==> src/hw/rtl/rsdz_pkg.sv <==
// Shared constants and types for the radial stick dead zone unit.
`default_nettype none
package rsdz_pkg;
   localparam int SampleBits = 16;
   localparam int MagBits    = SampleBits;
   localparam int SqBits     = 2 * MagBits + 1;
   localparam int LenBits    = MagBits + 1;
   localparam int CfgBits    = 16;
   localparam int FracBits   = 15;
   localparam int OutBits    = 16;
   localparam int IdxBits    = 1;
   localparam int NumBits    = FracBits + LenBits;
   localparam int DivQBits   = FracBits + 1;
   localparam int RootSteps  = LenBits;
   localparam int DivSteps   = DivQBits;

   localparam logic [FracBits-1:0] OneQ15 = {FracBits{1'b1}};

   localparam logic [IdxBits-1:0] RegDeadZone  = 1'b0;
   localparam logic [IdxBits-1:0] RegFullScale = 1'b1;

   typedef struct packed {
      logic                negx;
      logic                negy;
      logic [MagBits-1:0]  ax;
      logic [MagBits-1:0]  ay;
      logic                centered;
      logic                sat;
      logic [CfgBits-1:0]  dz;
      logic [CfgBits:0]    span;
   } ctl_type;
endpackage
`default_nettype wire

==> src/hw/rtl/rsdz_div_cell.sv <==
// One restoring divider cell: one quotient bit per cycle while advance is high, three lanes side by side.
`default_nettype none
module rsdz_div_cell (
   input  wire logic                            clock,
   input  wire logic                            reset,
   input  wire logic                            advance,
   input  wire logic [4:0]                      step,
   input  wire logic                            in_valid,
   input  wire logic [3*rsdz_pkg::NumBits-1:0]  in_num,
   input  wire logic [3*rsdz_pkg::NumBits-1:0]  in_den,
   input  wire logic [3*rsdz_pkg::DivQBits-1:0] in_quo,
   input  wire rsdz_pkg::ctl_type               in_ctl,
   output logic                                 out_valid,
   output logic [3*rsdz_pkg::NumBits-1:0]       out_num,
   output logic [3*rsdz_pkg::NumBits-1:0]       out_den,
   output logic [3*rsdz_pkg::DivQBits-1:0]      out_quo,
   output rsdz_pkg::ctl_type                    out_ctl
);
   localparam int NB = rsdz_pkg::NumBits;
   localparam int QB = rsdz_pkg::DivQBits;
   logic [4:0]           bpos;
   logic [3*NB-1:0]      num_in;
   logic [3*QB-1:0]      quo_in;
   logic [NB+QB-1:0]     sh;
   logic                 valid_ff;
   logic [3*NB-1:0]      num_ff, den_ff;
   logic [3*QB-1:0]      quo_ff;
   rsdz_pkg::ctl_type    ctl_ff;

   always_comb begin
      bpos = 5'(QB - 1) - step;
      num_in = in_num;
      quo_in = in_quo;
      sh = '0;
      for (int l = 0; l < 3; l++) begin
         sh = (NB+QB)'(in_den[l*NB +: NB]) << bpos;
         if ((NB+QB)'(in_num[l*NB +: NB]) >= sh) begin
            num_in[l*NB +: NB] = in_num[l*NB +: NB] - NB'(sh);
            quo_in[l*QB + int'(bpos)] = 1'b1;
         end
      end
   end

   always_ff @(posedge clock) begin
      if (reset) begin
         valid_ff <= 1'b0;
      end else if (advance) begin
         valid_ff <= in_valid;
      end
      if (advance) begin
         num_ff <= num_in;
         den_ff <= in_den;
         quo_ff <= quo_in;
         ctl_ff <= in_ctl;
      end
   end

   assign out_valid = valid_ff;
   assign out_num   = num_ff;
   assign out_den   = den_ff;
   assign out_quo   = quo_ff;
   assign out_ctl   = ctl_ff;
endmodule
`default_nettype wire

==> config.mk <==
export PLATFORM = sky130hd
export DESIGN_NAME = rsdz_div_cell
export DESIGN_NICKNAME = d
export VERILOG_FILES = /design/src/hw/rtl/rsdz_pkg.sv /design/src/hw/rtl/rsdz_div_cell.sv
export SDC_FILE = /design/constraint.sdc
export NUM_CORES = 1
export LEC_CHECK = 0
export ABC_AREA = 0
export BUFFER_PORTS_ARGS = -buffer_cell sky130_fd_sc_hd__buf_2
export CORE_AREA = 4 4 245 247
export DETAILED_ROUTE_END_ITERATION = 7
export DIE_AREA = 0 0 249 251
export GPL_ROUTABILITY_DRIVEN = 0
export PLACE_DENSITY_LB_ADDON = 0.08
export SLEW_MARGIN = 20
export SYNTH_ARGS = -nofsm -noshare
export SYNTH_HDL_FRONTEND = slang
export SYNTH_SLANG_ARGS = --single-unit
==> constraint.sdc <==
create_clock -name clock -period 6.6 [get_ports clock]
set_input_delay 0.66 -clock clock [delete_from_list [all_inputs] [get_ports clock]]
set_output_delay 0.66 -clock clock [all_outputs]
set_load 0.005 [all_outputs]
# After elaboration in Yosys (flattened, before gate mapping)
# Cells that the tools add are included.
totals:
  ff_bits: 310
  input_bits: 318
  output_inout_bits: 310
  elab_cells: 48
classes:
  addsub: 6
  n_lt_le_gt_ge: 9
  shifts: 3
  muxes: 12
  bitwise: 3
  reduce_logical: 3
op_table:
  columns: ["operator", "n"]
  rows:
  - ["$ge A32 B48 Y1", 3]
  - ["$mux W48", 3]
  - ["$shl A32 B5 Y48", 3]
  - ["$mux W32", 3]
  - ["$or A48 B48 Y48", 2]
  - ["$sub A32 B32 Y32", 3]
  - ["$or A48 B32 Y48", 1]
  - ["$demux W1 S6", 2]
  - ["$add A6 B5 Y7 const A", 1]
  - ["$ge A7 B1 Y1 const B", 1]
  - ["$lt A5 B7 Y1 const B", 1]
  - ["$lt A6 B7 Y1 const B", 1]
  - ["$lt A7 B7 Y1 const B", 1]
  - ["$add A5 B5 Y6 const A", 1]
  - ["$ge A6 B1 Y1 const B", 1]
  - ["$demux W1 S5", 1]
  - ["$ge A5 B1 Y1 const B", 1]
  - ["$sub A4 B5 Y5 const A", 1]
  - ["$logic_and A1 B1 Y1", 3]
  - ["$mux W1", 3]

# Depth between registers and ports, before layout
# Gate-level depths: netlist of the first run.
depth:
  ltp_word: 11
  ltp_mapped: 27
  mapped_depth_nobuf: 18

# Worst setup path after synthesis of the first run
# OpenSTA, ideal clock, no wires.
synth_timing:
  path_type: "input to register"
  startpoint: "input step[1]"
  endpoint: "register quo_ff[40] (netlist: out_quo[40]) (data pin)"
  setup_time_ns: 0.254
  t_arrival_ns: 5.435
  required_time_ns: 6.346
  path_slack_ns: 0.911
  cell_stages: 21
  n_path_buf: 8
  cell_sequence: "buf_2 -> clkbuf_1 -> clkbuf_1 -> clkbuf_1 -> clkbuf_1 -> clkbuf_1 -> nand3_1 -> o21ai_0 -> nand2_1 -> ha_1 -> and3_1 -> and3b_1 -> a211o_1 -> a41oi_1 -> a211oi_1 -> o221a_2 -> a32o_1 -> clkbuf_1 -> and2_1 -> buf_2 -> a21o_1"
synth_between:
  elab_chain_len: 10
  word_cells_on_any_way: 24
  cone_classes: "3 x add/sub; 7 x order compare; 3 x shift; 7 x mux; 2 x bitwise; 2 x reduce/logical"
synth_lines:
  columns: ["item", "line_no", "text"]
  rows:
  - ["start: declaration", "rsdz_div_cell.sv:7", "input wire logic [4:0] step,"]
  - ["$sub A4 B5 Y5 (*)", "rsdz_div_cell.sv:31", "bpos = 5'(QB - 1) - step;"]
  - ["parallel branches: the longest is 8 deep, another holds $ge A32 B48 Y1", null, null]
  - ["$mux W48 (*)", "rsdz_div_cell.sv:37", "if ((NB+QB)'(in_num[l*NB +: NB]) >= sh) begin"]
  - ["net quo_in[40]", "rsdz_div_cell.sv:23", "logic [3*QB-1:0] quo_in;"]
  - ["end signal: assignment", "rsdz_div_cell.sv:53", "quo_ff <= quo_in;"]
  - ["end: declaration", "rsdz_div_cell.sv:27", "logic [3*QB-1:0] quo_ff;"]
# Mark *: on every way through the listed nets, which the timed path passes.
# A chain may end at the register's enable or synchronous reset.

# Worst setup path in the final report of the first run
layout_timing:
  startpoint: "input step[0]"
  endpoint: "register num_ff[31] (netlist: out_num[31]) (data pin)"
layout_between:
  elab_chain_len: 4
  word_cells_on_any_way: 5
  cone_classes: "2 x add/sub; 1 x order compare; 1 x shift; 1 x mux"
layout_lines:
  columns: ["item", "line_no", "text"]
  rows:
  - ["$sub A4 B5 Y5 (*)", "rsdz_div_cell.sv:31", null]
  - ["$shl A32 B5 Y48 (*)", "rsdz_div_cell.sv:36", "sh = (NB+QB)'(in_den[l*NB +: NB]) << bpos;"]
  - ["$ge A32 B48 Y1 or $sub A32 B32 Y32 (tied branches)", "rsdz_div_cell.sv:37, rsdz_div_cell.sv:38", null]
  - ["$mux W32 (*)", "rsdz_div_cell.sv:37", null]
  - ["net num_in[31]", "rsdz_div_cell.sv:22", "logic [3*NB-1:0] num_in;"]
  - ["end signal: assignment", "rsdz_div_cell.sv:51", "num_ff <= num_in;"]
  - ["end: declaration", "rsdz_div_cell.sv:26", "logic [3*NB-1:0] num_ff, den_ff;"]
# Mark *: on every way through the listed nets, which the timed path passes. The rest lies on a longest branch.

==> flow_metrics.py, run 1 <==
metrics = {
    "sta": {
        "rsz0062_at_grt": "false",
        "period_minus_slack_ps": 5460,
        "final-setup-viol-count": 0,
        "fmax_mhz": 183,
        "timing.final.max_slew_violations": 0,
        "slew_headroom": 0.332,
        "tns_ps": 0,
        "tightest_slew_ps": 976,
        "final-hold-violation-count": 0,
        "timing.final.crit_share": 0.827,
        "whs_ps": 268,
        "finalClockSkew_ps": 0,
    },
    "critical_path": {
        "reg2reg_depth": 2,
        "cp.arrival_ps": 5760,
        "cp_common_cell": "mux2_2",
        "path_buf_inv": 2,
        "cpPeakStageDelay_ps": 570,
        "critical_path_class": "input port to flop",
        "worstPathRequired_ps": 6900,
        "critPathLaunchType": "input port",
        "worstReg2RegEnd": "out_valid",
        "r2r-start": "out_valid",
        "worstSetupPathDepth": 15,
        "cp_cell_sequence": "buf_6 -> buf_4 -> mux2_2 -> mux2_2 -> mux4_1 -> a22oi_1 -> ha_1 -> nand2_1 -> nor4_1 -> o211ai_1 -> a41oi_1 -> o21ai_0 -> o31ai_1 -> xor2_1 -> mux2_2",
        "r2r_slack_ps": 6020,
        "crit_fanout": 79,
        "cp_slowest_cell": "buf_6",
        "worst_setup_path_end_kind": "flop",
        "path_delay_family": "compound AO/OA/AOI/OAI gates",
        "crit_end": "out_num[31]",
        "crit_start": "step[0]",
    },
    "routing": {
        "routed_wl_microns": 82600,
        "drtPass1Iterations": 5,
        "postRouteAntennaNets": 0,
        "avgViaCountPerCell": 5.67,
        "avgRoutedWirePerCell_microns": 23.8,
        "drtIter0Drc": 1796,
        "via_count": 19669,
        "drc": 0,
    },
    "die": {
        "start_util": 0.377,
        "die_w_microns": 249,
        "ioPinCount": 628,
        "die_height_microns": 251,
        "dieArea_sq_um": 62500,
        "core_sq_um": 57600,
        "fp-row-count": 88,
    },
    "logic_synthesis": {
        "synthXorXnorAreaFrac": 0.0263,
        "synth_cells": 2090,
        "synth_adder_area_share": 0.0582,
        "synth_compound_area_frac": 0.171,
        "syn-cell-area_sq_um": 21700,
        "synth-seq-area-share": 0.429,
        "synthFlopType": "edfxtp_1",
        "muxShareOfSynthArea": 0.147,
        "ys_ff_latch": 310,
        "async_flop_share": 0,
        "synthSimpleGateAreaFrac": 0.137,
        "ys_types": 84,
        "synth.net_count": 2507,
        "synth_edf_count": 309,
        "synth_top_family_by_area": "compound AO/OA/AOI/OAI gates",
        "syn_area_per_cell_sq_um": 10.4,
        "ys_warn_count": 0,
    },
    "job": {
        "maxCapViolations": 0,
    },
    "global_routing": {
        "antenna_found_initial": 11,
        "grt_pass1_wl_microns": 122000,
        "grt_pass1_vias": 18853,
        "grt.total_usage": 0.251,
        "grt_start_max_net_pins": 158,
        "grt-ovfl-total": 0,
    },
    "finish": {
        "drive_gt1_frac": 0.319,
        "fillers": 5518,
        "nets": 3090,
        "finalInstanceArea_sq_um": 26700,
        "area_delta_synth_final_pct": 23.2,
        "utilization": 0.464,
    },
    "power_and_ir_drop": {
        "power_density_nw_per_um2": 231,
        "leakage_uw": 0.0114,
        "finalPower_uw": 6170,
        "ir_drop_uv": 169,
    },
    "placed_design": {
        "dp_hpwl_microns": 66000,
        "numPortBuffers": 627,
        "post_dp_cell_area_sq_um": 25500,
    },
    "clocking": {
        "worstSkewPairLatency_ps": 540,
        "cts_buffers": 36,
        "cts_setup_buffers": 0,
        "cts_tree": "built",
        "cts_sinks": 310,
        "cts_root_buf": "clkbuf_16",
        "cts_repair_resize_count": 0,
        "ctsHoldBuffers": 0,
        "cts_buffer_depth": 3,
        "htree_levels": 2,
        "path_clk_slew_ps": 60,
    },
    "min_path": {
        "hp-class": "input port to flop",
        "hold_depth": 2,
    },
    "outcome": {
        "status": "finished clean",
    },
}
[report_power, final]
part / leakage (uW) / total (uW) / switching, uW / internal, uW
Combinational: 0.00778 / 1800 / 1070 / 728
Sequential: 0.00303 / 2410 / 45.4 / 2360
Clock: 0.000563 / 1960 / 829 / 1130
[cells in the final DEF, fill, tap and decap left out, types with 37 or more instances in the layout]
cell type  Yosys  final
o21ai_0      131    131
ha_1          96     96
mux2i_1       97     97
edfxtp_1     309    309
a21oi_1      144    144
nor2_1       161    160
mux4_2        39     39
nor3_1        38     38
mux2_2        79     79
nand2_1      284    284
inv_1         38     37
a21o_1        74     74
buf_2         23    622
[synth_stat cells, types with 6 or more instances]
| master | instances | area (sq um) |
|---|---|---|
| edfxtp_1 | 309 | 9280 |
| nand2_1 | 284 | 1070 |
| nor2_1 | 161 | 604 |
| a21oi_1 | 144 | 721 |
| o21ai_0 | 131 | 656 |
| mux2i_1 | 97 | 971 |
| ha_1 | 96 | 1200 |
| mux2_2 | 79 | 890 |
| a21o_1 | 74 | 556 |
| clkbuf_1 | 67 | 251 |
| mux4_2 | 39 | 878 |
| inv_1 | 38 | 143 |
| nor3_1 | 38 | 190 |
| xnor2_1 | 35 | 307 |
| xor2_1 | 30 | 263 |
| a211oi_1 | 28 | 210 |
| nor2b_1 | 27 | 169 |
| nand3_1 | 26 | 130 |
| a31oi_1 | 25 | 156 |
| buf_2 | 23 | 115 |
| nand4_1 | 23 | 144 |
| o211ai_1 | 22 | 165 |
| o31ai_1 | 20 | 150 |
| mux4_1 | 16 | 420 |
| and3_1 | 15 | 93.8 |
| nand2b_1 | 15 | 93.8 |
| o21a_1 | 15 | 113 |
| buf_1 | 13 | 48.8 |
| or3_1 | 12 | 75.1 |
| a211o_1 | 11 | 96.3 |
| a21boi_0 | 10 | 75.1 |
| a31o_2 | 10 | 87.6 |
| and2_1 | 10 | 62.6 |
| nor4_1 | 10 | 62.6 |
| a2111oi_0 | 8 | 70.1 |
| o22ai_1 | 8 | 50.1 |
| a32oi_1 | 7 | 61.3 |
| or2_2 | 7 | 43.8 |
| buf_4 | 6 | 45.0 |
| nor3b_1 | 6 | 45.0 |
| o21bai_1 | 6 | 45.0 |
| o311ai_0 | 6 | 52.6 |
[registers in the layout, summed over array words and instances, names as in the netlist]
register,cells
out_num,96
out_den,96
out_valid,1
out_quo,48
out_ctl,69
[layout make-up]
cell class	count	area, sq um	share of cell area
clock buffer	43	927	0.0347
inverter	39	146	0.00548
tap	765	957	0.0358
multi-input combinational	1625	11700	0.438
antenna	5	12.5	0.000468
clock inverter	22	209	0.00782
timing repair buffer	661	3460	0.130
sequential	310	9300	0.348
[worst min path at each step]
stage | endpoint | startpoint
2_1_floorplan | out_valid | out_valid
3_3_place_gp | out_valid | out_valid
3_5_place_dp | out_valid | out_valid
4_1_cts | out_valid | reset
5_1_grt | out_valid | reset
6_report | out_valid | reset
[cell families (layout without fill, tap and decap cells)]
kind of cell               after synthesis  count (layout)
AOI/OAI and AO/OA                      572             572
other                                    0               5
xor gates and xnor gates                65              65
muxes                                  234             234
DFF                                    310             310
buffers and inverters                  155             765
adders and majority gates               99              99
and+or+nand+nor                        655             655
[routing by layer]
metal / share of wire / GRT usage / vias to the layer above
li1: - / - / 9186
met1: 0.44 / 0.353 / 9502
met2: 0.46 / 0.404 / 884
met3: 0.078 / 0.0515 / 93
met4: 0.020 / 0.0516 / 4
met5: 0.00039 / 0 / -
[metrics by stage]
stage          setup slack [ps]  instances
6_report                   1140       3470
5_1_grt                     828       3467
4_1_cts                    1280       3464
3_5_place_dp                710       3399
3_3_place_gp                814       3399
2_1_floorplan               911       2090
Note: power is estimated with default switching activity, not from simulation.
==> run 2: changes to the inputs <==
==> constraint.sdc (replaced) <==
create_clock -name clock -period 4.65 [get_ports clock]
set_input_delay 0.465 -clock clock [delete_from_list [all_inputs] [get_ports clock]]
set_output_delay 0.465 -clock clock [all_outputs]
set_load 0.005 [all_outputs]
==> flow_metrics.py, run 2 (synthesized netlist as in run 1, its figures left out) <==
metrics = {
    "critical_path": {
        "critical_path_class": "input port to flop",
        "cp_slowest_cell": "mux4_1",
        "cp_cell_sequence": "buf_6 -> buf_4 -> mux2_2 -> mux2_2 -> mux4_1 -> a22oi_2 -> ha_1 -> nand2_1 -> nor4_1 -> o211ai_1 -> a41oi_2 -> o21ai_0 -> buf_4 -> o31ai_1 -> xor2_1 -> mux2_2",
        "worst_setup_path_end_kind": "flop",
        "cpPeakStageDelay_ps": 580,
        "worstPathRequired_ps": 4950,
        "cp_common_cell": "mux2_2",
        "critPathLaunchType": "input port",
        "crit_fanout": 29,
        "cp.arrival_ps": 4660,
    },
    "placed_design": {
        "dp_hpwl_microns": 70000,
        "numPortBuffers": 627,
        "post_dp_cell_area_sq_um": 27900,
    },
    "die": {
        "die_w_microns": 249,
        "core_sq_um": 57600,
        "die_height_microns": 251,
        "dieArea_sq_um": 62500,
        "ioPinCount": 628,
        "start_util": 0.377,
        "fp-row-count": 88,
    },
    "global_routing": {
        "grt_pass1_vias": 20534,
        "grt.total_usage": 0.264,
        "antenna_found_initial": 2,
        "grt-ovfl-total": 0,
        "grt_pass1_wl_microns": 129000,
        "grt_start_max_net_pins": 87,
    },
    "finish": {
        "fillers": 5379,
        "final_common_cell": "buf_2",
        "drive_gt1_frac": 0.387,
        "num_antenna_cells": 0,
        "seq_area_sq_um": 9300,
        "finalInstanceArea_sq_um": 29200,
        "mostFrequentLayoutCells": "buf_2, edfxtp_1, buf_4",
        "area_delta_synth_final_pct": 34.4,
        "nets": 3379,
        "utilization": 0.506,
        "multiInputGateArea_sq_um": 11800,
    },
    "sta": {
        "timing.final.crit_share": 0.937,
        "rsz0062_at_grt": "false",
        "fmax_mhz": 230,
        "whs_ps": 62.2,
        "slew_headroom": 0.310,
        "period_minus_slack_ps": 4360,
        "finalClockSkew_ps": 0,
        "tns_ps": 0,
        "timing.final.max_slew_violations": 0,
        "final-hold-violation-count": 0,
        "tightest_slew_ps": 1010,
        "final-setup-viol-count": 0,
    },
    "clocking": {
        "htree_levels": 2,
        "cts_buffers": 37,
        "path_clk_slew_ps": 60,
        "cts_setup_buffers": 0,
        "cts_buffer_depth": 3,
        "cts_root_buf": "clkbuf_16",
        "worstSkewPairLatency_ps": 560,
        "cts_tree": "built",
        "cts_sinks": 310,
    },
    "routing": {
        "routed_wl_microns": 86000,
        "drtPass1Iterations": 6,
        "via_count": 20759,
        "drc": 0,
        "avgRoutedWirePerCell_microns": 22.9,
        "postRouteAntennaNets": 0,
        "avgViaCountPerCell": 5.53,
        "drtIter0Drc": 1620,
    },
    "outcome": {
        "status": "finished clean",
    },
    "power_and_ir_drop": {
        "ir_drop_uv": 368,
        "power_density_nw_per_um2": 319,
        "leakage_uw": 0.0128,
    },
    "min_path": {
        "hp-class": "input port to flop",
    },
    "job": {
        "maxCapViolations": 0,
    },
}
[run 2: cell count changes in the layout (fill, tap and decap cells not counted), moves of 2 or more]
cell	delta
clkinv_1	+2
clkbuf_1	-3
inv_6	-3
clkbuf_16	+2
o21ai_1	+7
a41oi_2	+3
clkinv_2	-4
diode_2	-5
buf_4	+274
o21ai_0	-7
clkinvlp_4	+3
a41oi_1	-3
buf_12	+15
[run 2: area by class of cell]
type	instances	area share
multi-input cells	1625	0.403
flip-flops and latches	310	0.319
repair buffers	949	0.199
clock buffers	42	0.0331
well taps	765	0.0328
clock inverters	22	0.00833
inverters	39	0.00502
[run 2: worst max-delay path: cells and delay by family]
| family | cells | cell delay [ps] |
|---|---|---|
| multiplexers | 4 | 1500 |
| AO/OA/AOI/OAI | 5 | 1270 |
| buffers and inverters | 3 | 600 |
| AND/OR/NAND/NOR | 2 | 460 |
| adder cells (fa/ha/maj) | 1 | 210 |
| XOR/XNOR | 1 | 100 |
[run 2: final timing paths]
check / endpoint / slack, ps / cells after the start / startpoint
min reg2reg: out_valid / 490 / 2 / out_valid
max reg2reg: out_valid / 4070 / 2 / out_valid
min: out_valid / 60 / 2 / reset
max: out_num[31] / 290 / 16 / step[0]
[run 2: stage by stage]
stage	total power (uW)	worst slack, ps	cells
2_1_floorplan	5010	1.13	2090
3_3_place_gp	6390	-308	3688
3_5_place_dp	6420	-356	3688
4_1_cts	9390	235	3752
5_1_grt	9820	5.38	3752
6_report	9310	293	3752
[run 2: power breakdown]
group / switching (uW) / leakage, uW / internal [uW] / total, uW
registers: 67.3 / 0.00303 / 3350 / 3420
logic: 1620 / 0.00923 / 1350 / 2970
clock network: 1200 / 0.000582 / 1720 / 2920
total: 2880 / 0.0128 / 6430 / 9310
[run 2: timing repair]
action	4_1_cts	5_1_grt
setup endpoints to repair	0	1
hold buffers	0	0
resized for setup	0	1
endpoints found under the hold margin	0	0
[run 2: per-layer routing]
layer / up-vias / wire [microns] / global-route usage
li1: 9751 / - / -
met3: 107 / 6250 / 0.0478
met4: 2 / 1950 / 0.0579
met5: - / 10 / 0
met1: 10013 / 36800 / 0.358
met2: 886 / 41000 / 0.444
