### src/hw/rtl/rsdz_pkg.sv
// Shared constants and types for the radial stick dead zone unit.
`default_nettype none
package rsdz_pkg;
   localparam int SampleBits = 16;
   localparam int MagBits    = SampleBits;
   localparam int SqBits     = 2 * MagBits + 1;
   localparam int LenBits    = MagBits + 1;
   localparam int CfgBits    = 16;
   localparam int FracBits   = 15;
   localparam int OutBits    = 16;
   localparam int IdxBits    = 1;
   localparam int NumBits    = FracBits + LenBits;
   localparam int DivQBits   = FracBits + 1;
   localparam int RootSteps  = LenBits;
   localparam int DivSteps   = DivQBits;

   localparam logic [FracBits-1:0] OneQ15 = {FracBits{1'b1}};

   localparam logic [IdxBits-1:0] RegDeadZone  = 1'b0;
   localparam logic [IdxBits-1:0] RegFullScale = 1'b1;

   typedef struct packed {
      logic                negx;
      logic                negy;
      logic [MagBits-1:0]  ax;
      logic [MagBits-1:0]  ay;
      logic                centered;
      logic                sat;
      logic [CfgBits-1:0]  dz;
      logic [CfgBits:0]    span;
   } ctl_type;
endpackage
`default_nettype wire

### src/hw/rtl/rsdz_root_cell.sv
// One restoring square root cell: decides one result bit per cycle while advance is high and passes on.
`default_nettype none
module rsdz_root_cell (
   input  wire logic                           clock,
   input  wire logic                           reset,
   input  wire logic                           advance,
   input  wire logic [4:0]                     step,
   input  wire logic                           in_valid,
   input  wire logic [rsdz_pkg::SqBits-1:0]    in_rem,
   input  wire logic [rsdz_pkg::LenBits-1:0]   in_root,
   input  wire rsdz_pkg::ctl_type              in_ctl,
   output logic                                out_valid,
   output logic [rsdz_pkg::SqBits-1:0]         out_rem,
   output logic [rsdz_pkg::LenBits-1:0]        out_root,
   output rsdz_pkg::ctl_type                   out_ctl
);
   // root bit b = LenBits-1-step; trial = (2*root*2^b + 2^(2b))
   logic [rsdz_pkg::SqBits+1:0] trial;
   logic [5:0]                  bpos;
   logic                        take;
   logic                        valid_ff;
   logic [rsdz_pkg::SqBits-1:0] rem_ff,  rem_in;
   logic [rsdz_pkg::LenBits-1:0] root_ff, root_in;
   rsdz_pkg::ctl_type           ctl_ff;

   always_comb begin
      bpos  = 6'(rsdz_pkg::LenBits - 1) - 6'(step);
      trial = ((rsdz_pkg::SqBits+2)'(in_root) << (bpos + 6'd1))
            | ((rsdz_pkg::SqBits+2)'(1) << (bpos << 1));
      take  = (rsdz_pkg::SqBits+2)'(in_rem) >= trial;
      rem_in  = take ? in_rem - rsdz_pkg::SqBits'(trial) : in_rem;
      root_in = take ? in_root | (rsdz_pkg::LenBits'(1) << bpos) : in_root;
   end

   always_ff @(posedge clock) begin
      if (reset) begin
         valid_ff <= 1'b0;
      end else if (advance) begin
         valid_ff <= in_valid;
      end
      if (advance) begin
         rem_ff  <= rem_in;
         root_ff <= root_in;
         ctl_ff  <= in_ctl;
      end
   end

   assign out_valid = valid_ff;
   assign out_rem   = rem_ff;
   assign out_root  = root_ff;
   assign out_ctl   = ctl_ff;
endmodule
`default_nettype wire

### config.mk
export PLATFORM = sky130hd
export DESIGN_NAME = rsdz_root_cell
export DESIGN_NICKNAME = d
export VERILOG_FILES = /design/src/hw/rtl/rsdz_pkg.sv /design/src/hw/rtl/rsdz_root_cell.sv
export SDC_FILE = /design/constraint.sdc
export NUM_CORES = 1
export LEC_CHECK = 0
export ABC_CLOCK_PERIOD_IN_PS = 6800
export BUFFER_PORTS_ARGS = -buffer_cell sky130_fd_sc_hd__buf_2
export CORE_MARGIN = 4
export CORE_UTILIZATION = 40
export DETAILED_ROUTE_END_ITERATION = 16
export PLACE_DENSITY = 0.7
export SLEW_MARGIN = 20
export SYNTH_ARGS = -nofsm -noshare
export SYNTH_HDL_FRONTEND = slang
export SYNTH_SLANG_ARGS = --single-unit
### constraint.sdc
create_clock -name clock -period 6.8 [get_ports clock]
set_clock_uncertainty 0.2 [all_clocks]
set_input_delay 0 -clock clock [delete_from_list [all_inputs] [get_ports clock]]
set_output_delay 0 -clock clock [all_outputs]
set_load 0.02 [all_outputs]
[Yosys cells after proc, flatten, opt, wreduce, memory -nomap -nowiden]
Cells that the tools add are included.
Widths: inputs -> output; s select.
Word-level totals
  register bits: 120
  bits of input ports: 128
  output and inout port bits: 120
Operators by class
  add/subtract/negate cells: 3
  magnitude comparators: 1
  shifts and indexed selects: 3
  mux-type cells: 2
  bitwise gates (word level): 2
Operators with widths (number)
  $ge 33x35->1: 1
  $or 35x35->35: 1
  $shl 1x6->35 const A: 1
  $shl 17x6->35: 1
  $mux 33: 1
  $sub 33x33->33: 1
  $mux 17: 1
  $or 17x17->17: 1
  $shl 1x6->17 const A: 1
  $add 6x1->6 const B: 1
  $sub 5x5->6 const A: 1

[Depth between registers and ports, before layout]
Gate-level depths: netlist (run 1).
  depth in word-level cells: 6
  gate-level depth with buffers: 24

[Least setup slack after synthesis (run 1)]
No wires, ideal clock.
  kind: input to register
  start: input step[0]
  end: register rem_ff, in the netlist out_rem[31] (data pin)
  setup time: 0.262 ns
  arrival: 4.769 ns
  slack: 1.569 ns
  stages: 22
  path buffers: 5
  path through: buf_6 inv_2 ha_1 xnor2_1 inv_1 ha_1 clkbuf_1 inv_2 clkbuf_1 o21a_1 a21oi_1 a221oi_1 ha_1 buf_2 a21o_1 a21o_1 a21oi_1 o21ai_0 a2111oi_0 a21oi_4 buf_4 mux2_1
On the way
  cells in the longest elaborated chain, start to end: 6
  elaborated cells on any way between the ends: 8
  classes of those cells: add/sub (3); order compare (1); shift (2); mux (1); bitwise (1)
RTL lines
  start, declared: line rsdz_root_cell.sv:7  | input wire logic [4:0] step,
  $sub 5x5->6 (*): line rsdz_root_cell.sv:27  | bpos = 6'(rsdz_pkg::LenBits - 1) - 6'(step);
  $add 6x1->6: line rsdz_root_cell.sv:28  | trial = ((rsdz_pkg::SqBits+2)'(in_root) << (bpos + 6'd1))
  $shl 17x6->35: line rsdz_root_cell.sv:28
  $or 35x35->35 (*): line rsdz_root_cell.sv:29  | | ((rsdz_pkg::SqBits+2)'(1) << (bpos << 1));
  $sub 33x33->33 or $ge 33x35->1 (tied branches): line rsdz_root_cell.sv:31, rsdz_root_cell.sv:30
  $mux 33 (*): line rsdz_root_cell.sv:31  | rem_in = take ? in_rem - rsdz_pkg::SqBits'(trial) : in_rem;
  net rem_in (one bit): line rsdz_root_cell.sv:22  | logic [rsdz_pkg::SqBits-1:0] rem_ff, rem_in;
  end signal, assigned: line rsdz_root_cell.sv:42  | rem_ff <= rem_in;
  end, declared: line rsdz_root_cell.sv:22
The timed path passes the listed nets; every way through them passes the cells marked *.
A chain may end at the register's enable or synchronous reset.

[Worst setup path after layout (run 1)]
  start: input step[0]
  end: register rem_ff, in the netlist out_rem[2] (data pin)
Same word-level chain as after synthesis.

==> results of run 1 <==
what timing repair did:
action	CTS	global route
hold buffers	122	0
endpoints found under the hold margin	160	0
endpoints found under the setup margin	0	0
gates resized for setup	0	0
kinds of logic after synthesis:
kind of cell | synth area share [%]
multiplexers | 12.0
adder cells (fa/ha/maj) | 6.69
XOR/XNOR | 4.37
AND/OR/NAND/NOR | 10.4
AO/OA/AOI/OAI | 16.4
buffers and inverters | 2.88
flip-flops | 47.3
cells in the mapped netlist (all sizes together) (10+ instances only):
cell      n
edfxtp  119
mux2i    48
nand2    43
a21oi    42
nor2     40
ha       39
mux2     32
a21o     28
o21ai    27
clkbuf   23
xnor2    21
nand3    18
nor3     15
buf      14
a31o     13
xor2     13
nor2b    10
o21a     10
stage by stage:
stage	cell area, um2	cells	worst slack (ns)
global route	10800	1273	0.915
floorplan	7600	659	1.57
global placement	9060	1119	1.17
detailed placement	9060	1119	0.952
CTS	10800	1273	1.38
finish	10800	1273	1.32
state kept, by name, summed over array words and instances (netlist names):
register / count
out_valid: 1
out_root: 17
out_ctl: 69
out_rem: 33
worst max-delay path: cells and delay by family:
| kind | cells | cell delay, ns |
|---|---|---|
| compound gates | 8 | 1.53 |
| fa+ha+maj | 3 | 1.24 |
| buf+inv | 5 | 1.06 |
| simple gates | 2 | 0.64 |
| mux | 2 | 0.58 |
| xor+xnor | 1 | 0.36 |
cell type report:
cell class                      count  share of cell area [%]
Inverter                            9                   0.312
Clock buffer                       18                    3.96
Multi-Input combinational cell    493                    34.9
Clock inverter                     14                    1.05
Timing Repair Buffer              385                    23.8
Sequential cell                   120                    33.2
Tap cell                          234                    2.70
power by group through the flow:
| stage | Combinational (mW) | Clock [mW] | Sequential (mW) |
|---|---|---|---|
| after floorplan | 0.499 | 0 | 1.07 |
| after global placement | 0.880 | 0 | 0.961 |
| after detailed placement | 0.884 | 0 | 0.961 |
| after CTS | 0.944 | 0.853 | 0.947 |
| after global routing | 1.03 | 0.890 | 0.954 |
| final | 0.952 | 0.833 | 0.946 |
how the worst max path moves through the flow:
stage	startpoint	to
finish	step[0]	out_rem[2]$_DFFE_PP_
global placement	step[0]	out_rem[2]$_DFFE_PP_
floorplan	step[0]	out_rem[31]$_DFFE_PP_
CTS	step[0]	out_rem[26]$_DFFE_PP_
global route	step[0]	out_rem[9]$_DFFE_PP_
detailed placement	step[0]	out_rem[26]$_DFFE_PP_
layer usage:
metal	GRT usage (%)	vias to the layer above	part of all wire, %
met5	0	-	0
met4	7.64	0	2.3
met3	4.89	42	7.0
met2	40.8	306	51
met1	27.2	3233	40
li1	-	3294	-
==> metrics.cfg, run 1 <==
[status]
status=complete, no violations

[placed_design]
hpwl_um=17700
port_buffers=247
gp_congestion=0.970

[floorplan]
rows=50
die_x_um=146
core-area_um2=18700
num_io_pins=248
die_area_um2=21300
start_util_pct=40.6
die_h_um=146

[logic_synthesis]
mappedNetlistArea_um2=7600
ys_seq_elements=120
synth_edf_count=119
syn_avg_cell_area_um2=11.5
synth_ff_type=edfxtp_1
yosys.area.top_type_share_pct=47.0
synth_nets=827
async_flop_share_pct=0
synth_top_area_cell=edfxtp_1
postSynthCellCount=659
ys_seq_area_share_pct=47.3
synthTopCellsByArea=edfxtp_1 (47%), ha_1 (6.4%), mux2i_1 (6.3%)
ys_types=70
yosysWarnings=0

[worst_hold_path]
min_path_cells=3
hp-start=step[4]
min_to=out_root[16]$_DFFE_PP_
min_path_type=input port to flop

[layout]
mostFrequentLayoutCells=buf_2 (246), dlygate4sd3_1 (122), edfxtp_1 (119)
fillCellCount=1549
seqCellArea_um2=3590
fin_util_pct=57.9
n_antenna_cell=0
drive_above_1_share_pct=30.7
final_common_cell=buf_2
area_growth_pct=42.5
multiInputGateArea_um2=3780
num-nets-final=1194

[timing]
fin_crit_ns=5.48
timing.fmax_mhz=182
tightest_slew_ns=1.02
fin_tns_setup_ns=0
finalCritPeriodShare_pct=80.6
maxSlewHeadroom_pct=31.3
drv_slew=0
report.final.setup_viol=0
hold_ws_ns=0.0194
rsz0062_at_grt=no
hold_viol=0

[power_and_ir_drop]
p_sw_mw=0.947
power.leakage_nw=4.59
p_total_mw=2.73
cellPowerDensity_nw_per_um2=252
clockPowerShare_pct=30.5
seq_power_share_pct=34.7
irDropWorstVdd_v=0.000175
p_sw_share_pct=34.7
combPwrFrac_pct=34.8
p_int_mw=1.78

[setup_path]
crit_top_cell=ha_1
path_class=input port to flop
slowest_delay_ns=0.57
cp.required_ns=6.75
regToRegSetupSlack_ns=5.41
crit_chain=buf_2 > inv_2 > ha_1 > xnor2_1 > inv_1 > ha_1 > inv_2 > mux2i_1 > a21oi_1 > a32oi_1 > ha_1 > and3_1 > a21oi_1 > a31oi_4 > o21ai_2 > o31a_1 > o21a_1 > or3_1 > a21oi_4 > buf_4 > mux2_1
r2r_end=out_valid$_SDFFE_PP0P_
reg2reg_depth=3
r2r-start=out_valid$_SDFFE_PP0P_
arrival_ns=5.43
critPathCaptureType=flop
cp-start-kind=input port
critPathMaxFanout=31
cp_slowest_cell=ha_1

[grt]
overflow=0
antenna_found_initial=0
grt_pass1_vias=7013
grt_pass1_wl_um=38600
grt_max_degree=81
grt_util_all_layers_pct=22.8

[cts]
cts.htree.levels=4
clk_pin_slew_worst_paths_ns=0.06
cts_tree=done
cts_buffers=17
cts_buffer_depth=2
clock_latency_ns=0.41
root_buffer=clkbuf_16
cts.sinks=120
postCtsSetupBuffers=0

[route]
wire_per_inst_um=19.4
wl_um=24700
num_vias=6875
first_iter_violations=593
drtAntennaViolNets=0
via_per_inst=5.40
dr.pass1.iters=6
drc=0

[flow_run]
drv_cap=0

Note: power is estimated with default switching activity, not from simulation.
==> run 2: changes to the inputs <==
ABC_AREA = 1   (was default)
ABC_CLOCK_PERIOD_IN_PS = 4850   (was 6800)
PLACE_DENSITY = 0.72   (was 0.7)
clock period = 4.85 ns   (was 6.8 ns; I/O delays follow)
==> metrics.cfg, run 2 <==
[status]
status=complete, no violations

[logic_synthesis]
syn_avg_cell_area_um2=7.29
synth_nets=1307
synth_edf_count=119
synth_top_area_cell=edfxtp_1
ys_top_cells_by_count=nand2_1 (433), inv_1 (151), edfxtp_1 (119)
yosysWarnings=0
yosys.area.top_type_share_pct=43.1
ys_types=33
mappedNetlistArea_um2=8300
synthTopCellsByArea=edfxtp_1 (43%), nand2_1 (20%), nand3_1 (7.1%)
postSynthCellCount=1139
synth_ff_type=edfxtp_1
ys_seq_area_share_pct=43.3
ys_seq_elements=120
yosysMostFrequentCell=nand2_1
async_flop_share_pct=0

[setup_path]
cp-start-kind=input port
critPathCaptureType=flop
arrival_ns=4.49
path_class=input port to flop
crit_chain=buf_2 > inv_2 > ha_1 > nand2_1 > nand2_1 > ha_2 > clkinvlp_4 > buf_4 > o21ai_0 > nand2_1 > a31oi_1 > ha_1 > nand2_1 > nor2_1 > and3_1 > and2_1 > nand2_1 > nand2_1 > nand2_1 > nand2_2 > buf_12 > nand3b_1 > nand2_1 > dlygate4sd3_1
cp_slowest_cell=dlygate4sd3_1
path_buf_inv=6
crit_top_cell=nand2_1
critPathMaxFanout=25
slowest_delay_ns=0.56
cp.required_ns=4.82
path_delay_family=simple AND/OR/NAND/NOR gates

[timing]
hold_viol=0
report.final.setup_viol=0
maxSlewHeadroom_pct=40.6
finalWorstSetupSlack_ns=0.323
fin_crit_ns=4.53
drv_slew=0
tightest_slew_ns=0.892
rsz0062_at_grt=yes
timing.fmax_mhz=221
finalCritPeriodShare_pct=93.3

[layout]
final_common_cell=nand2_1
multiInputGateArea_um2=4000
stdcell_area_um2=11800
num-nets-final=1688
area_growth_pct=41.6
largest_register_ffs=69
fin_util_pct=57.9
mostFrequentLayoutCells=nand2_1 (432), buf_2 (246), inv_1 (149)
seqCellArea_um2=3590
fillCellCount=1844
drive_above_1_share_pct=20.7

[power_and_ir_drop]
clockPowerShare_pct=31.3
power.leakage_nw=5.85
p_int_mw=2.47
seq_power_share_pct=33.5
p_sw_mw=1.48
p_total_mw=3.95
cellPowerDensity_nw_per_um2=336
irDropWorstVdd_v=0.000246
combPwrFrac_pct=35.2
p_sw_share_pct=37.5

[route]
wire_per_inst_um=18.0
num_vias=9125
drc=0
drtAntennaViolNets=0
via_per_inst=5.06
wl_um=32500
first_iter_violations=768
dr.pass1.iters=5

[placed_design]
hpwl_um=23300
postPlaceCellArea_um2=9850
port_buffers=247
gp_congestion=1.01
dpl_worst_slack_ns=0.184

[cts]
clock_latency_ns=0.42
cts.sinks=120
root_buffer=clkbuf_16
clk_pin_slew_worst_paths_ns=0.06
cts_buffer_depth=2
cts_tree=done
cts.htree.levels=4
cts_buffers=17

[grt]
grt_pass1_vias=8775
grt_max_degree=75
grt_util_all_layers_pct=27.3
overflow=0
antenna_found_initial=1
grt_pass1_wl_um=50100

[floorplan]
die_x_um=152
num_io_pins=248
die_h_um=152
start_util_pct=40.9
rows=52
die_area_um2=23100
core-area_um2=20300

[worst_hold_path]
min_path_type=input port to flop

[flow_run]
drv_cap=0

==> run 2: changes by cell type after synthesis, moves of 31 or more <==
| cell | change |
|---|---|
| nor2_1 | +54 |
| mux2_1 | -31 |
| mux2i_1 | -45 |
| inv_1 | +144 |
| nand2_1 | +390 |
| nand3_1 | +99 |
==> run 2: area by class of cell <==
type                    count  area share [%]
multi-input cells         835            34.0
flip-flops and latches    120            30.6
repair buffers            392            22.7
inverters                 153            4.95
clock buffers              18            3.65
well taps                 270            2.87
clock inverters            14            1.09
repair inverters            1          0.0639
diodes                      1          0.0213
==> run 2: path summary, 6_finish.rpt <==
kind | from | endpoint | slack (ns) | cells past startpoint
setup / recovery | step[0] | out_root[9]$_DFFE_PP_ | 0.32 | 24
hold / removal | step[4] | out_root[11]$_DFFE_PP_ | 0.04 | 6
setup reg to reg | out_valid$_SDFFE_PP0P_ | out_valid$_SDFFE_PP0P_ | 3.50 | 3
hold reg to reg | out_valid$_SDFFE_PP0P_ | out_valid$_SDFFE_PP0P_ | 0.86 | 3
==> run 2: cell families (layout without fill, tap and decap cells) <==
kind of cell	count (synthesis)	in the layout	synth area share, %
buffers and inverters	184	578	8.79
DFF	120	120	43.3
xor gates and xnor gates	15	15	1.58
muxes	3	3	0.362
other	0	1	0
AOI/OAI and AO/OA	85	85	5.68
adders and majority gates	40	40	6.12
and+or+nand+nor	692	692	34.2
==> run 2: per-layer routing <==
metal  routed length, um  GRT usage (%)  vias to the layer above
met5                   0              0                        -
met4                 790           8.18                        0
met3                2180           5.18                       54
met2               16100           47.5                      424
met1               13400           34.5                     4179
li1                    -              -                     4468
==> run 2: power groups by stage <==
stage | combinational (mW) | sequential (mW) | clock (mW)
global route | 1.53 | 1.33 | 1.31
global placement | 1.24 | 1.34 | 0
finish | 1.39 | 1.32 | 1.24
detailed placement | 1.25 | 1.34 | 0
CTS | 1.34 | 1.32 | 1.24
floorplan | 0.679 | 1.49 | 0
==> run 2: timing repair <==
action / CTS / global route
endpoints found under the hold margin: 130 / 0
hold buffers: 125 / 0
setup buffers: 0 / 2
resized for setup: 0 / 20
endpoints found under the setup margin: 0 / 6
==> run 2: tightest hold or removal path, cell delays in order <==
cell and delay (ns):
buf_2 0.11, nand2_1 0.05, inv_1 0.10, nor2_1 0.09
nand3_1 0.09, nand2_1 0.05
==> run 2: through the flow <==
step	cells	hold WS [ns]	setup TNS (ns)
after floorplan	1139	-0.128	0
after CTS	1799	0.0233	0
after detailed placement	1642	-0.0421	0
after global placement	1642	-0.0396	0
final	1804	0.0402	0
after global routing	1804	0.0772	-0.00721
==> run 3: changes to the inputs <==
HOLD_SLACK_MARGIN = 0.05   (was default)
SLEW_MARGIN = default   (was 20)
==> metrics.cfg, run 3 (same netlist as run 2, synthesis figures left out) <==
[timing]
hold_viol=0
rsz0062_at_grt=no
timing.fmax_mhz=221
drv_slew=0
tightest_slew_ns=0.897
fin_tns_setup_ns=0
finalCritPeriodShare_pct=93.4
fin_crit_ns=4.53
report.final.setup_viol=0
maxSlewHeadroom_pct=40.2

[grt]
overflow=0
antenna_found_initial=1
grt_max_degree=75
grt_pass1_wl_um=50100
grt_util_all_layers_pct=27.3
grt_pass1_vias=8805

[power_and_ir_drop]
clockPowerShare_pct=31.2
p_int_mw=2.48
irDropWorstVdd_v=0.000242
p_sw_mw=1.48
p_sw_share_pct=37.4
cellPowerDensity_nw_per_um2=335
seq_power_share_pct=33.4
power.leakage_nw=5.88
combPwrFrac_pct=35.4

[cts]
root_buffer=clkbuf_16
cts_buffers=17
cts.sinks=120
clk_pin_slew_worst_paths_ns=0.06
cts_buffer_depth=2
cts_tree=done
cts.htree.levels=4
clock_latency_ns=0.41

[floorplan]
rows=52
start_util_pct=40.9
die_h_um=152
num_io_pins=248
die_area_um2=23100
core-area_um2=20300
die_x_um=152

[setup_path]
r2r-start=out_valid$_SDFFE_PP0P_
path_class=input port to flop
slowest_delay_ns=0.58
crit_chain=buf_2 > inv_2 > ha_1 > nand2_1 > nand2_1 > nor2_1 > nand3_1 > nand2_1 > inv_1 > nand2_2 > buf_4 > nor3_1 > a21oi_1 > ha_1 > nand2_1 > nor2_1 > nand2_1 > nor2_1 > a41oi_1 > nand2_2 > buf_12 > nand3b_1 > nand2_1 > dlygate4sd3_1
r2r_end=out_valid$_SDFFE_PP0P_
crit_top_cell=nand2_1
cp_slowest_cell=dlygate4sd3_1
critPathCaptureType=flop
arrival_ns=4.61
cp.required_ns=4.93
reg2reg_depth=3
critPathMaxFanout=25
regToRegSetupSlack_ns=3.50
cp-start-kind=input port

[worst_hold_path]
min_to=out_root[16]$_DFFE_PP_
hp-start=step[4]
min_path_cells=6
min_path_type=input port to flop

[layout]
seqCellArea_um2=3590
final_common_cell=nand2_1
fin_util_pct=58.2
drive_above_1_share_pct=21.2
largest_register_ffs=69
area_growth_pct=42.4
multiInputGateArea_um2=4030
fillCellCount=1838
mostFrequentLayoutCells=nand2_1 (431), buf_2 (246), inv_1 (149)
num-nets-final=1693

[placed_design]
hpwl_um=23300
gp_congestion=1.01
port_buffers=247

[route]
num_vias=9230
drc=0
dr.pass1.iters=6
wl_um=32500
via_per_inst=5.10
drtAntennaViolNets=0
first_iter_violations=784
wire_per_inst_um=18.0

[flow_run]
drv_cap=0

[status]
status=complete, no violations

==> run 3: cell types whose count changed in the layout (fill, tap and decap cells not counted), sizes merged <==
| cell | previous run | this run |
|---|---|---|
| clkinvlp | 4 | 5 |
| dlygate4sd3 | 125 | 127 |
| buf | 266 | 268 |
==> run 3: worst max-delay path by stage <==
stage / startpoint / to / cells after the start
4_1_cts: step[0] / out_root[15]$_DFFE_PP_ / 25
5_1_grt: step[0] / out_root[9]$_DFFE_PP_ / 29
6_report: step[0] / out_root[9]$_DFFE_PP_ / 24
3_5_place_dp: step[0] / out_rem[30]$_DFFE_PP_ / 24
3_3_place_gp: step[0] / out_rem[16]$_DFFE_PP_ / 25
2_1_floorplan: step[0] / out_rem[22]$_DFFE_PP_ / 28
==> run 3: power by group through the flow <==
stage          Sequential (mW)  Combinational [mW]  Clock, mW
4_1_cts                   1.32                1.34       1.24
6_report                  1.32                1.40       1.24
3_5_place_dp              1.34                1.25          0
3_3_place_gp              1.34                1.24          0
2_1_floorplan             1.49               0.679          0
5_1_grt                   1.33                1.54       1.31
==> run 3: timing repair <==
| item | 4_1_cts | 5_1_grt |
|---|---|---|
| endpoints found under the hold margin | 130 | 0 |
| hold buffers | 127 | 0 |
| setup buffers | 0 | 4 |
| endpoints found under the setup margin | 0 | 8 |
| gates resized for setup | 0 | 27 |
==> run 3: worst max-delay path, delay by kind of cell <==
| family | cells | cell delay (ns) |
|---|---|---|
| AO/OA/AOI/OAI | 2 | 0.49 |
| adder cells (fa/ha/maj) | 2 | 0.55 |
| buffers and inverters | 6 | 1.42 |
| AND/OR/NAND/NOR | 14 | 2.09 |
==> run 3: cell type report <==
type	count	area share [%]
multi-input cells	835	34.1
flip-flops and latches	120	30.4
repair buffers	396	22.9
inverters	153	4.92
clock buffers	18	3.63
well taps	270	2.86
clock inverters	14	1.08
repair inverters	2	0.106
diodes	1	0.0212
==> run 3: per-stage QoR <==
stage	area [um2]	instances	worst slack, ns	total power [mW]	hold slack, ns
2_1_floorplan	8300	1139	0.762	2.17	-0.128
3_3_place_gp	9850	1642	0.300	2.58	-0.0396
3_5_place_dp	9850	1642	0.184	2.59	-0.0421
4_1_cts	11700	1801	0.170	3.91	0.0527
5_1_grt	11800	1809	0.00128	4.18	0.0864
6_report	11800	1809	0.321	3.96	0.0859
==> run 3: routing by layer <==
layer  wire length, um  global-route usage [%]
met5                 0                       0
met1             13400                    34.3
met3              2140                    5.15
met4               758                    7.92
met2             16200                    47.9
